[src/sv/mtrg_pkg.sv]
// ----------------------------------------------------------------------------
// MT19937 generator package
// Shared constants, codes, state type and the tempering function of the
// 32-bit Mersenne Twister generator.
// ----------------------------------------------------------------------------
package mtrg_pkg;

    localparam int WORD_W          = 32;
    localparam int STATE_WORDS_DEF = 624;
    localparam int SHIFT_OFFSET    = 397;

    localparam logic [WORD_W-1:0] TWIST_MATRIX = 32'h9908_b0df;
    localparam logic [WORD_W-1:0] TEMPER_B     = 32'h9d2c_5680;
    localparam logic [WORD_W-1:0] TEMPER_C     = 32'hefc6_0000;
    localparam logic [WORD_W-1:0] SEED_MULT    = 32'd1812433253;

    typedef enum logic [1:0] {
        FN_SEED  = 2'd0,
        FN_RAW   = 2'd1,
        FN_RANGE = 2'd2,
        FN_NONE  = 2'd3
    } t_func;

    typedef enum logic [1:0] {
        STS_OK       = 2'd0,
        STS_EMPTY    = 2'd1,
        STS_UNSEEDED = 2'd2,
        STS_RSVD     = 2'd3
    } t_status;

    typedef enum logic [3:0] {
        ST_IDLE,
        ST_SEED_WR,
        ST_SEED_MUL,
        ST_SEED_ADD,
        ST_DRAW_RK,
        ST_DRAW_RN,
        ST_DRAW_RF,
        ST_DRAW_WR,
        ST_TEMPER,
        ST_MOD_RUN,
        ST_DONE
    } t_state;

    function automatic logic [WORD_W-1:0] temper(input logic [WORD_W-1:0] x);
        logic [WORD_W-1:0] y;
        y = x ^ (x >> 11);
        y = y ^ ((y << 7) & TEMPER_B);
        y = y ^ ((y << 15) & TEMPER_C);
        y = y ^ (y >> 18);
        return y;
    endfunction

endpackage

[src/sv/mtrg_mod.sv]
// ----------------------------------------------------------------------------
// MT19937 remainder unit
// Restoring remainder of a 32-bit dividend by a nonzero 32-bit divisor,
// one quotient bit per cycle.
// ----------------------------------------------------------------------------
module mtrg_mod (
    input  logic                        i_clk,
    input  logic                        i_rst_n,
    input  logic                        i_start,
    input  logic [mtrg_pkg::WORD_W-1:0] i_dividend,
    input  logic [mtrg_pkg::WORD_W-1:0] i_divisor,
    output logic                        o_done,
    output logic [mtrg_pkg::WORD_W-1:0] o_rem
);
    import mtrg_pkg::*;

    localparam int CNT_W = $clog2(WORD_W + 1);

    logic              r_busy;
    logic              r_done;
    logic [CNT_W-1:0]  r_cnt;
    logic [WORD_W-1:0] r_dvd;
    logic [WORD_W-1:0] r_div;
    logic [WORD_W-1:0] r_rem;
    logic [WORD_W:0]   trial;
    logic [WORD_W:0]   diff;

    assign trial = {r_rem, r_dvd[WORD_W-1]};
    assign diff  = trial - {1'b0, r_div};

    always_ff @(posedge i_clk) begin
        if (!i_rst_n) begin
            r_busy <= 1'b0;
            r_done <= 1'b0;
            r_cnt  <= '0;
        end else begin
            r_done <= 1'b0;
            if (i_start) begin
                r_busy <= 1'b1;
                r_cnt  <= CNT_W'(WORD_W);
            end else if (r_busy) begin
                r_cnt <= r_cnt - 1'b1;
                if (r_cnt == CNT_W'(1)) begin
                    r_busy <= 1'b0;
                    r_done <= 1'b1;
                end
            end
        end
    end

    always_ff @(posedge i_clk) begin
        if (i_start) begin
            r_dvd <= i_dividend;
            r_div <= i_divisor;
            r_rem <= '0;
        end else if (r_busy) begin
            r_dvd <= r_dvd << 1;
            r_rem <= diff[WORD_W] ? trial[WORD_W-1:0] : diff[WORD_W-1:0];
        end
    end

    assign o_done = r_done;
    assign o_rem  = r_rem;

endmodule

[config.mk]
export PLATFORM = sky130hd
export DESIGN_NAME = mtrg_mod
export DESIGN_NICKNAME = d
export VERILOG_FILES = /design/src/sv/mtrg_pkg.sv /design/src/sv/mtrg_mod.sv
export SDC_FILE = /design/constraint.sdc
export NUM_CORES = 1
export LEC_CHECK = 0
export ABC_AREA = 1
export BUFFER_PORTS_ARGS = -buffer_cell sky130_fd_sc_hd__buf_2
export CORE_ASPECT_RATIO = 2
export CORE_MARGIN = 2
export CORE_UTILIZATION = 60
export CTS_CLUSTER_DIAMETER = 120
export CTS_CLUSTER_SIZE = 14
export DETAILED_ROUTE_END_ITERATION = 6
export PLACE_DENSITY = 0.83
export SLEW_MARGIN = 20
export SYNTH_ARGS = -nofsm -noshare
export SYNTH_HDL_FRONTEND = slang
export SYNTH_SLANG_ARGS = --single-unit
[constraint.sdc]
create_clock -name i_clk -period 6.4 [get_ports i_clk]
set_input_delay 1.28 -clock i_clk [delete_from_list [all_inputs] [get_ports i_clk]]
set_output_delay 1.28 -clock i_clk [all_outputs]
set_load 0.005 [all_outputs]
==> results.md <==
| Quantity | This run | Unit |
| --- | --- | --- |
| Outcome | complete, no violations | - |
| Commonest non-fill, non-tap cell in the layout | sky130_fd_sc_hd__nand2_1 | - |
| Top layer used by detailed routing | met4 | - |
| Startpoint of the worst hold path | o_rem[9] | - |
| Slew Viols, Final | 0 | - |
| Average instance area after synthesis | 6.62 | um2 |
| Clock period minus worst slack | 2910 | ps |
| Detailed-route wire length | 16.6 | mm |
| Residual DRC count | 0 | - |
| Maximum number of pins on one net before global-route repair | 68 | - |
| Number of antenna violations at the first check in global routing | 0 | - |
| IO Count | 100 | - |
| Buffer type at the clock tree root | sky130_fd_sc_hd__clkbuf_16 | - |
| HPWL after DPL | 12.6 | mm |
| FP Rows | 55 | - |
| Number of warnings issued by yosys | 0 | - |
| Die Y-Extent | 156 | um |
| Overall overflow remaining after global route | 0 | - |
| Fraction of the core area covered by cells at the end of the flow | 69.2 | % |
| Static power due to leakage | 0.00447 | uW |
| Sw power | 418 | uW |
| Ant diodes | 0 | - |
| Internal Power | 1100 | uW |
| Hold depth | 2 | - |
| Starting Density | 61.3 | % |
| Routed via count | 6293 | - |
| Total negative slack | 0 | ps |
| Maximum operating frequency | 343 | MHz |
| Hold-fix buffer count after cts | 0 | - |
| Die footprint | 12500 | um2 |
| Non-filler cells, final | 1287 | - |
| Cell taking the most area after synthesis | sky130_fd_sc_hd__edfxtp_1 | - |
| Drt first-iter violations | 326 | - |
| Worst stage delay on the critical path | 550 | ps |
| Skew final | 10.0 | ps |
| Number of flops mapped to enable cells by yosys | 64 | - |
| Sequential Power Share | 51.0 | % |
| Met1 Routed Length | 6.26 | mm |
| Layout net count | 1242 | - |
| Biggest area contributors in the synthesized netlist | sky130_fd_sc_hd__edfxtp_1 (28%), sky130_fd_sc_hd__nand2_1 (26%), sky130_fd_sc_hd__inv_1 (12%), sky130_fd_sc_hd__dfxtp_1 (12%), sky130_fd_sc_hd__ha_1 (6.1%) | - |
| Clock Power Share | 37.0 | % |
| Worst voltage drop across the vdd grid | 0.186 | mV |
| Placer Congestion | 0.997 | - |
| Worst path cell trace | inv_1 -> ha_1 -> fa_1 -> inv_1 -> nand2_1 -> nand2_1 -> nand3_1 -> nand2_1 -> nand2_1 -> nand2_2 -> nand2_2 -> nand2_2 -> nand2_1 -> nand2_2 -> nand2_1 -> nand3_1 -> nand2_1 | - |
| Latest clock arrival within the worst-skew pair | 360 | ps |
| Count of final hold-check violations | 0 | - |
| Worst endpoint data arrival time | 3160 | ps |
| Avg Vias per Cell | 4.89 | - |
| Final setup violation count | 0 | - |
| Wire length on met2 | 8.68 | mm |
| Total nets after synthesis | 1147 | - |
| Part of the cycle the worst path needs | 45.5 | % |
| Routed WL per cell | 12.9 | um |
| CTS tree | done | - |
| Filler Cell Count | 1058 | - |
| Antenna Nets Post-Route | 0 | - |
| Share of power burned in combinational logic | 12.0 | % |
| Ys async rst share | 0 | % |
| Reg-to-Reg Start | r_dvd[31] | - |
| Overall track demand over capacity in global routing | 28.0 | % |
| Worst slew margin relative to its limit | 42.3 | % |
| Master of the slowest instance on the critical path | sky130_fd_sc_hd__nand2_2 | - |
| Cell seen most often among critical-path stages | sky130_fd_sc_hd__nand2_1 | - |
| Cell variety after synth | 32 | - |
| Transition at the pin with the smallest max-transition slack | 865 | ps |
| RSZ-0062 raised after global routing | no | - |
| Type of the most critical hold path | reg2reg | - |
| Req. time, crit path | 6650 | ps |
| Max H-tree Level | 3 | - |
| Clock Pin Slew Worst Setup and Hold Paths | 70 | ps |
| Via count of the first global-routing pass | 6187 | - |
| Switching portion of total power | 27.5 | % |
| Length of routed met3 wiring | 598 | um |
| Total CTS buffers | 9 | - |
| Ys flop type | sky130_fd_sc_hd__edfxtp_1 | - |
| Horiz. Die Dim | 79.9 | um |
| Crit path from | r_dvd[31] | - |
| Maximum clock insertion buffer count | 2 | - |
| Layout overhead on the synthesized area | 12.9 | % |
| Buffers added on ports | 99 | - |
| Cell area after technology mapping | 6920 | um2 |
| Post-CTS setup buffers | 0 | - |
| Clk sinks | 104 | - |
| Area taken by multi-input logic gates | 3270 | um2 |
| Kind of critical path | reg2reg | - |
| Max Fanout on Critical Path | 32 | - |
| Sequential standard cell area | 2720 | um2 |
| Number of resized instances in the post-cts repair step | 0 | - |
| Most used cells in the layout excluding fill and tap cells | sky130_fd_sc_hd__nand2_1 (474), sky130_fd_sc_hd__inv_1 (216), sky130_fd_sc_hd__buf_2 (99) | - |
| Wire length of the first global-routing pass | 27.3 | mm |
| Total power per unit cell area | 194 | nW/um2 |
| Max-cap violation count | 0 | - |
| Ratio of cells with drive above 1 in the final layout | 12.1 | % |
| Gate count after technology mapping | 1045 | - |
| Core ar. | 11300 | um2 |
| Crit start category | register | - |
| Sequential element share of the synthesized area | 39.3 | % |
| Type of element capturing the critical path | register | - |
| Number of placed cells counting well taps | 1271 | - |
| Total power consumption of the routed design | 1520 | uW |
| Detailed-router iteration count before antenna repair | 5 | - |
| Register bit total from synthesis | 104 | - |
| Yosys top cell area share | 27.8 | % |
| Worst reg2reg path depth | 17 | - |
worst max-delay path, delay by kind of cell (launching register included):
family	cells	cell delay [ps]
AND/OR/NAND/NOR	13	1640
adder cells (fa/ha/maj)	2	660
buffers and inverters	2	150
flip-flops	1	330
cell type report:
type / instances / area share [%]
well taps: 142 / 2.27
multi-input cells: 704 / 41.9
clock inverters: 7 / 0.945
clock buffers: 9 / 2.88
repair buffers: 102 / 6.63
inverters: 219 / 10.5
flip-flops and latches: 104 / 34.8
registers in the layout, indices dropped and copies added (netlist names):
signal and flops:
r_div 32, r_cnt 6, r_busy 1, o_done 1, r_dvd 32, o_rem 32
power groups by stage:
stage               clock, uW  combinational [uW]  sequential [uW]
CTS                       569                 183              775
detailed placement          0                 182              789
global placement            0                 176              790
floorplan                   0                 123              784
global route              597                 209              779
finish                    561                 182              774
cell families after synthesis:
group           Yosys count  share of synthesized area (%)
compound gates           30                           2.28
buf+inv                 237                           13.4
flops                   104                           39.3
simple gates            623                           36.5
fa+ha+maj                35                           6.44
xor+xnor                 16                           2.03
Yosys cell counts (2+ instances only):
library cell               instances
sky130_fd_sc_hd__xor2_1            2
sky130_fd_sc_hd__dfxtp_1          40
sky130_fd_sc_hd__inv_1           217
sky130_fd_sc_hd__edfxtp_1         64
sky130_fd_sc_hd__and3_1            2
sky130_fd_sc_hd__nand3_1          57
sky130_fd_sc_hd__nor2_1           45
sky130_fd_sc_hd__o21ai_0           3
sky130_fd_sc_hd__buf_6             5
sky130_fd_sc_hd__nand2_1         474
sky130_fd_sc_hd__nor3_1           14
sky130_fd_sc_hd__nor2_2            5
sky130_fd_sc_hd__nor3b_1           2
sky130_fd_sc_hd__xnor2_1          14
sky130_fd_sc_hd__and2_1            6
sky130_fd_sc_hd__nand2_2           8
sky130_fd_sc_hd__a21oi_1          21
sky130_fd_sc_hd__ha_1             34
sky130_fd_sc_hd__clkbuf_1         13
sky130_fd_sc_hd__nand4_1           5
sky130_fd_sc_hd__o21ai_1           3
path summary, 6_finish.rpt:
kind / end / slack (ps)
worst max register to register: o_rem[0] / 3490
worst min register to register: o_rem[9] / 490
worst max-delay path: o_rem[0] / 3490
worst min-delay path: o_rem[9] / 490
per-stage QoR:
step	instance area [um2]	hold slack, ps	setup slack (ps)
after global routing	7810	516	3240
after global placement	7510	473	3130
after detailed placement	7510	478	3120
after floorplan	6920	461	3710
after CTS	7810	488	3500
final	7810	488	3490
metal layers:
metal	track usage (%)	up-vias
met1	28.7	2723
met2	50.7	177
li1	-	3329
met3	4.46	64
met4	18.6	0
met5	0	-
No activity file was read; power rests on OpenSTA's default activity.
