$ cat src/sv/mtrg_pkg.sv
// ----------------------------------------------------------------------------
// MT19937 generator package
// Shared constants, codes, state type and the tempering function of the
// 32-bit Mersenne Twister generator.
// ----------------------------------------------------------------------------
package mtrg_pkg;

    localparam int WORD_W          = 32;
    localparam int STATE_WORDS_DEF = 624;
    localparam int SHIFT_OFFSET    = 397;

    localparam logic [WORD_W-1:0] TWIST_MATRIX = 32'h9908_b0df;
    localparam logic [WORD_W-1:0] TEMPER_B     = 32'h9d2c_5680;
    localparam logic [WORD_W-1:0] TEMPER_C     = 32'hefc6_0000;
    localparam logic [WORD_W-1:0] SEED_MULT    = 32'd1812433253;

    typedef enum logic [1:0] {
        FN_SEED  = 2'd0,
        FN_RAW   = 2'd1,
        FN_RANGE = 2'd2,
        FN_NONE  = 2'd3
    } t_func;

    typedef enum logic [1:0] {
        STS_OK       = 2'd0,
        STS_EMPTY    = 2'd1,
        STS_UNSEEDED = 2'd2,
        STS_RSVD     = 2'd3
    } t_status;

    typedef enum logic [3:0] {
        ST_IDLE,
        ST_SEED_WR,
        ST_SEED_MUL,
        ST_SEED_ADD,
        ST_DRAW_RK,
        ST_DRAW_RN,
        ST_DRAW_RF,
        ST_DRAW_WR,
        ST_TEMPER,
        ST_MOD_RUN,
        ST_DONE
    } t_state;

    function automatic logic [WORD_W-1:0] temper(input logic [WORD_W-1:0] x);
        logic [WORD_W-1:0] y;
        y = x ^ (x >> 11);
        y = y ^ ((y << 7) & TEMPER_B);
        y = y ^ ((y << 15) & TEMPER_C);
        y = y ^ (y >> 18);
        return y;
    endfunction

endpackage

$ cat src/sv/mtrg_seq.sv
// ----------------------------------------------------------------------------
// MT19937 sequencer
// Control state machine and datapath: seeding recurrence with a shared
// multiplier, twist of one word, tempering, and the output register.
// ----------------------------------------------------------------------------
module mtrg_seq #(
    parameter int STATE_WORDS = mtrg_pkg::STATE_WORDS_DEF,
    parameter int IDX_W       = $clog2(STATE_WORDS)
) (
    input  logic                        i_clk,
    input  logic                        i_rst_n,
    input  logic                        i_in_valid,
    output logic                        o_in_stall,
    input  logic [1:0]                  i_func,
    input  logic [mtrg_pkg::WORD_W-1:0] i_seed_value,
    input  logic [mtrg_pkg::WORD_W-1:0] i_range_low,
    input  logic [mtrg_pkg::WORD_W-1:0] i_range_high,
    output logic                        o_out_valid,
    input  logic                        i_out_stall,
    output logic [mtrg_pkg::WORD_W-1:0] o_value,
    output logic [1:0]                  o_status,
    output logic                        o_ring_we,
    output logic [IDX_W-1:0]            o_ring_waddr,
    output logic [mtrg_pkg::WORD_W-1:0] o_ring_wdata,
    output logic [IDX_W-1:0]            o_ring_raddr,
    input  logic [mtrg_pkg::WORD_W-1:0] i_ring_rdata,
    output logic                        o_mod_start,
    output logic [mtrg_pkg::WORD_W-1:0] o_mod_dividend,
    output logic [mtrg_pkg::WORD_W-1:0] o_mod_divisor,
    input  logic                        i_mod_done,
    input  logic [mtrg_pkg::WORD_W-1:0] i_mod_rem
);
    import mtrg_pkg::*;

    localparam logic [IDX_W-1:0] LAST_IDX = IDX_W'(STATE_WORDS - 1);

    t_state            r_state;
    t_state            n_state;
    logic              r_seeded;
    logic [IDX_W-1:0]  r_index;
    logic [IDX_W-1:0]  r_count;
    logic [1:0]        r_func;
    logic [WORD_W-1:0] r_low;
    logic [WORD_W-1:0] r_high;
    logic [WORD_W-1:0] r_word;
    logic [WORD_W-1:0] r_prod;
    logic [WORD_W-1:0] r_res_value;
    logic [1:0]        r_res_status;
    logic              r_out_valid;
    logic [WORD_W-1:0] r_out_value;
    logic [1:0]        r_out_status;

    logic              accept;
    logic              out_free;
    logic [IDX_W-1:0]  idx_next;
    logic [IDX_W:0]    far_sum;
    logic [IDX_W-1:0]  idx_far;
    logic [WORD_W-1:0] mix;
    logic [WORD_W-1:0] twisted;
    logic [WORD_W-1:0] tempered;
    logic [WORD_W-1:0] span;

    assign accept   = i_in_valid && (r_state == ST_IDLE);
    assign out_free = !r_out_valid || !i_out_stall;
    assign idx_next = (r_index == LAST_IDX) ? '0 : r_index + 1'b1;
    assign far_sum  = {1'b0, r_index} + (IDX_W+1)'(SHIFT_OFFSET);
    assign idx_far  = (far_sum >= (IDX_W+1)'(STATE_WORDS)) ?
                      IDX_W'(far_sum - (IDX_W+1)'(STATE_WORDS)) : far_sum[IDX_W-1:0];
    assign mix      = r_word ^ (r_word >> 30);
    assign twisted  = i_ring_rdata ^ ({1'b0, r_word[WORD_W-1:1]} ^
                      (r_word[0] ? TWIST_MATRIX : '0));
    assign tempered = temper(r_word);
    assign span     = r_high - r_low;

    always_comb begin
        n_state = r_state;
        case (r_state)
            ST_IDLE: begin
                if (i_in_valid) begin
                    if (i_func == FN_SEED) begin
                        n_state = ST_SEED_WR;
                    end else if ((i_func inside {FN_RAW, FN_RANGE}) && r_seeded) begin
                        n_state = ST_DRAW_RK;
                    end else begin
                        n_state = ST_DONE;
                    end
                end
            end
            ST_SEED_WR:  n_state = (r_count == LAST_IDX) ? ST_DONE : ST_SEED_MUL;
            ST_SEED_MUL: n_state = ST_SEED_ADD;
            ST_SEED_ADD: n_state = ST_SEED_WR;
            ST_DRAW_RK:  n_state = ST_DRAW_RN;
            ST_DRAW_RN:  n_state = ST_DRAW_RF;
            ST_DRAW_RF:  n_state = ST_DRAW_WR;
            ST_DRAW_WR:  n_state = ST_TEMPER;
            ST_TEMPER: begin
                if (r_func == FN_RANGE && span != '0) begin
                    n_state = ST_MOD_RUN;
                end else begin
                    n_state = ST_DONE;
                end
            end
            ST_MOD_RUN:  n_state = i_mod_done ? ST_DONE : ST_MOD_RUN;
            ST_DONE:     n_state = out_free ? ST_IDLE : ST_DONE;
            default:     n_state = ST_IDLE;
        endcase
    end

    always_comb begin
        o_ring_we      = 1'b0;
        o_ring_waddr   = r_count;
        o_ring_wdata   = r_word;
        o_ring_raddr   = r_index;
        o_mod_start    = 1'b0;
        case (r_state)
            ST_SEED_WR: begin
                o_ring_we = 1'b1;
            end
            ST_DRAW_RN: begin
                o_ring_raddr = idx_next;
            end
            ST_DRAW_RF: begin
                o_ring_raddr = idx_far;
            end
            ST_DRAW_WR: begin
                o_ring_we    = 1'b1;
                o_ring_waddr = r_index;
                o_ring_wdata = twisted;
            end
            ST_TEMPER: begin
                o_mod_start = (r_func == FN_RANGE) && (span != '0);
            end
            default: begin
                o_ring_we = 1'b0;
            end
        endcase
    end

    assign o_mod_dividend = tempered;
    assign o_mod_divisor  = span;

    always_ff @(posedge i_clk) begin
        if (!i_rst_n) begin
            r_state  <= ST_IDLE;
            r_seeded <= 1'b0;
            r_index  <= '0;
        end else begin
            r_state <= n_state;
            if (r_state == ST_SEED_WR && r_count == LAST_IDX) begin
                r_seeded <= 1'b1;
                r_index  <= '0;
            end else if (r_state == ST_DRAW_WR) begin
                r_index <= idx_next;
            end
        end
    end

    always_ff @(posedge i_clk) begin
        case (r_state)
            ST_IDLE: begin
                if (accept) begin
                    r_func       <= i_func;
                    r_low        <= i_range_low;
                    r_high       <= i_range_high;
                    r_word       <= i_seed_value;
                    r_count      <= '0;
                    r_res_value  <= '0;
                    r_res_status <= ((i_func inside {FN_RAW, FN_RANGE}) && !r_seeded) ?
                                    STS_UNSEEDED : STS_OK;
                end
            end
            ST_SEED_WR: begin
                r_count <= r_count + 1'b1;
            end
            ST_SEED_MUL: begin
                r_prod <= WORD_W'(mix * SEED_MULT);
            end
            ST_SEED_ADD: begin
                r_word <= r_prod + WORD_W'(r_count);
            end
            ST_DRAW_RN: begin
                r_word <= i_ring_rdata;
            end
            ST_DRAW_RF: begin
                r_word <= {r_word[WORD_W-1], i_ring_rdata[WORD_W-2:0]};
            end
            ST_DRAW_WR: begin
                r_word <= twisted;
            end
            ST_TEMPER: begin
                if (r_func == FN_RAW) begin
                    r_res_value <= tempered;
                end else if (span == '0) begin
                    r_res_status <= STS_EMPTY;
                end
            end
            ST_MOD_RUN: begin
                if (i_mod_done) begin
                    r_res_value <= i_mod_rem + r_low;
                end
            end
            default: begin
                r_prod <= r_prod;
            end
        endcase
    end

    always_ff @(posedge i_clk) begin
        if (!i_rst_n) begin
            r_out_valid <= 1'b0;
        end else if (r_state == ST_DONE && out_free) begin
            r_out_valid <= 1'b1;
        end else if (!i_out_stall) begin
            r_out_valid <= 1'b0;
        end
    end

    always_ff @(posedge i_clk) begin
        if (r_state == ST_DONE && out_free) begin
            r_out_value  <= r_res_value;
            r_out_status <= r_res_status;
        end
    end

    assign o_in_stall  = (r_state != ST_IDLE);
    assign o_out_valid = r_out_valid;
    assign o_value     = r_out_value;
    assign o_status    = r_out_status;

endmodule

$ cat config.mk
export PLATFORM = sky130hd
export DESIGN_NAME = mtrg_seq
export DESIGN_NICKNAME = d
export VERILOG_FILES = /design/src/sv/mtrg_pkg.sv /design/src/sv/mtrg_seq.sv
export SDC_FILE = /design/constraint.sdc
export NUM_CORES = 1
export LEC_CHECK = 0
export BUFFER_PORTS_ARGS = -buffer_cell sky130_fd_sc_hd__buf_2
export CORE_MARGIN = 2
export CORE_UTILIZATION = 55
export CTS_BUF_LIST = sky130_fd_sc_hd__clkbuf_8
export DETAILED_ROUTE_END_ITERATION = 6
export GPL_TIMING_DRIVEN = 0
export PLACE_DENSITY = 0.78
export SKIP_CTS_REPAIR_TIMING = 1
export SYNTH_ARGS = -nofsm -noshare
export SYNTH_HDL_FRONTEND = slang
export SYNTH_SLANG_ARGS = --single-unit
$ cat constraint.sdc
create_clock -name i_clk -period 11.78 [get_ports i_clk]
set_clock_uncertainty 0.1 [all_clocks]
set_input_delay 0.589 -clock i_clk [delete_from_list [all_inputs] [get_ports i_clk]]
set_output_delay 0.589 -clock i_clk [all_outputs]
set_load 0.02 [all_outputs]
==> results.yml <==
route:
  wl_per_cell_um: 23.4
  dr.pass1.iters: 7
  num_vias: 20000
  post-route-drc-count: 1
  ant_nets: 0
  drt-initial-drc-count: 2079
  vias_per_cell: 6.01
  wl_um: 78000
die:
  core_mm2: 0.0410
  chipHeight_um: 208
  die_area_mm2: 0.0433
  initial_utilization_pct: 55.9
  ios: 321
  row_count: 74
  chipWidth_um: 208
sta:
  setup_viol: 0
  fin_crit_sh_pct: 77.2
  relSlewSlack_pct: 16.2
  worst_pin_slew_ns: 1.26
  finalHoldViolCount: 0
  setup_tns_ns: 0
  finalCriticalPeriod_ns: 9.09
  final-max-slew-violation-count: 0
  fmax_ghz: 0.110
  rsz0062_at_grt: "no"
  holdWs_ns: 0.0206
critical_path:
  path_buf_inv: 2
  crit_path_max_fanout: 9
  start_kind: "flip-flop"
  crit_required_ns: 12.06
  crit_family: "adder cells"
  path_class: "reg -> reg"
  cpMaxStageDelayCell: "xor2_2"
  r2r_cells: 22
  r2r_start: "r_word[30]"
  rrSetupSlack_ns: 2.69
  end_kind: "flip-flop"
  reg2reg_to: "r_prod[31]"
  max_stage_delay_ns: 0.80
  crit_chain: "clkbuf_1 > xor2_2 > xor2_1 > ha_1 > or2_2 > ha_1 > fa_1 > ha_1 > fa_1 > fa_1 > fa_1 > fa_1 > ha_1 > a21oi_1 > inv_1 > a2bb2oi_1 > a31oi_1 > o41a_1 > a41o_1 > a21bo_2 > a21oi_1 > xnor2_1"
  arrival_ns: 9.37
  startpoint: "r_word[30]"
  cp_common_cell: "fa_1"
yosys:
  ys.flop_type: "edfxtp_1"
  synth.distinct_cells: 78
  syn_inst: 2394
  synth_edf_count: 208
  syn_nets: 2996
  async_flop_share_pct: 0
  ys_seq_area_share_pct: 28.7
  yosysWarnings: 0
  netlist_area_mm2: 0.0229
  postSynthAreaPerCell_um2: 9.57
  synth_seq_cells: 224
layout:
  nFillCells: 3363
  layout-drive-gt1-share_pct: 15.0
  fin_util_pct: 63.7
  design_area_mm2: 0.0261
  area_growth_pct: 14.1
  num-nets-final: 3368
global_routing:
  grt_max_degree: 47
  overflow: 0
  grt_pass1_vias: 19800
  antenna_found_initial: 6
  grt_use_total_pct: 35.6
  grt_pass1_wl_um: 116000
hold_path:
  hold_path_end: "r_high[19]"
  worstHoldStart: "i_range_high[19]"
  hold_class: "in -> reg"
  hold_depth: 1
clock_tree:
  cts_sinks: 224
  cts_max_path_buffers: 3
  clk_latency_ns: 0.64
  tritoncts: "built"
  cts_buffers: 43
  clkTransAtPathRegs_ns: 0.06
  htreeDepth: 2
  cts-root-buf: "clkbuf_8"
run_status:
  violations: "DRC"
  status: "complete, but fails checks"
placement:
  place_area_mm2: 0.0253
  dpl.hpwl_um: 63500
  portBuffers: 320
  place.gp.congestion: 0.999
flow_run:
  maxCapViolations: 0
## cell usage after synthesis, drive strengths merged, types with 23 or more instances
cell type | n | area, µm²
nand2 | 189 | 709
o21ai | 137 | 686
nor3 | 40 | 200
a21o | 45 | 338
and3 | 23 | 144
ha | 286 | 3580
a21oi | 142 | 733
xor2 | 71 | 622
nor2 | 153 | 574
inv | 307 | 1150
edfxtp | 208 | 6250
fa | 149 | 2980
clkbuf | 73 | 274
nand3 | 51 | 255
xnor2 | 190 | 1660
## cell type report
type	instances	area, µm²	area share (%)
clock inverter	33	210	0.804
tap	532	666	2.55
inverter	307	1150	4.41
clock buffer	43	592	2.26
multi-input combinational	1775	14900	57.0
antenna	3	7.51	0.0287
timing repair buffer	327	1710	6.56
buffer	88	338	1.29
sequential	224	6570	25.1
## worst register-to-register path, delay by kind of cell (launching register included)
family / cells / cell delay [ns]
DFF: 1 / 0.40
and+or+nand+nor: 1 / 0.29
AOI/OAI and AO/OA: 7 / 2.02
buffers and inverters: 2 / 0.74
adders and majority gates: 9 / 3.79
xor gates and xnor gates: 3 / 1.48
## registers in the layout (all words and copies together), names as in the netlist
name          count
r_low            32
o_value          32
r_count          10
r_res_status      2
r_func            2
r_index          10
r_state           4
o_out_valid       1
r_prod           32
o_status          2
r_word           32
r_high           32
r_seeded          1
r_res_value      32
## layer usage
layer  up-vias  global-route usage (%)  routed length, µm
met2      1183                    53.9              33500
met4         2                    15.9               3530
met5         -                       0                 13
li1       9053                       -                  -
met1      9579                    47.4              31500
met3       208                    10.2               9380
## worst max path at each step
stage / end / slack (ns) / depth (start not counted)
final: r_prod[31] / 2.69 / 22
after global routing: r_prod[31] / 2.58 / 22
after CTS: r_prod[31] / 2.44 / 22
after detailed placement: r_prod[31] / 2.50 / 22
after global placement: r_prod[31] / 2.59 / 22
after floorplan: r_prod[31] / 4.69 / 22
## cell usage in the layout (no fill, tap or decap), drive strengths merged, types with 13 or more instances in the layout
master  Yosys  routed
nor2      153     153
nand3      51      51
o21ai     137     137
a31oi      13      13
a21o       45      45
edfxtp    208     208
a221oi     22      22
ha        286     286
o211ai     18      18
fa        149     149
a21oi     142     142
xor2       71      71
o21a       21      21
nand2     189     189
inv       307     313
a211oi     17      17
dfxtp      16      16
nor3       40      40
xnor2     190     190
clkinv      0      23
and3       23      23
clkbuf     73     116
nand2b     19      19
mux2i      13      13
buf        15     342
## kinds of logic (layout without fill, tap and decap cells)
| group | count (synthesis) | in the layout | share of synthesized area, % |
|---|---|---|---|
| xor gates and xnor gates | 261 | 261 | 9.98 |
| other | 0 | 3 | 0 |
| muxes | 15 | 15 | 0.666 |
| buffers and inverters | 395 | 798 | 6.50 |
| DFF | 224 | 224 | 28.7 |
| AOI/OAI and AO/OA | 505 | 505 | 14.3 |
| and+or+nand+nor | 559 | 559 | 11.3 |
| adders and majority gates | 435 | 435 | 28.6 |
## through the flow
step,worst slack (ns),std cells
2_1_floorplan,4.69,2394
3_3_place_gp,2.59,3246
3_5_place_dp,2.50,3253
4_1_cts,2.44,3329
5_1_grt,2.58,3332
6_report,2.69,3332
Power is not shown: default switching activity piles up to over one toggle a cycle in this logic, so the estimate is an artifact.
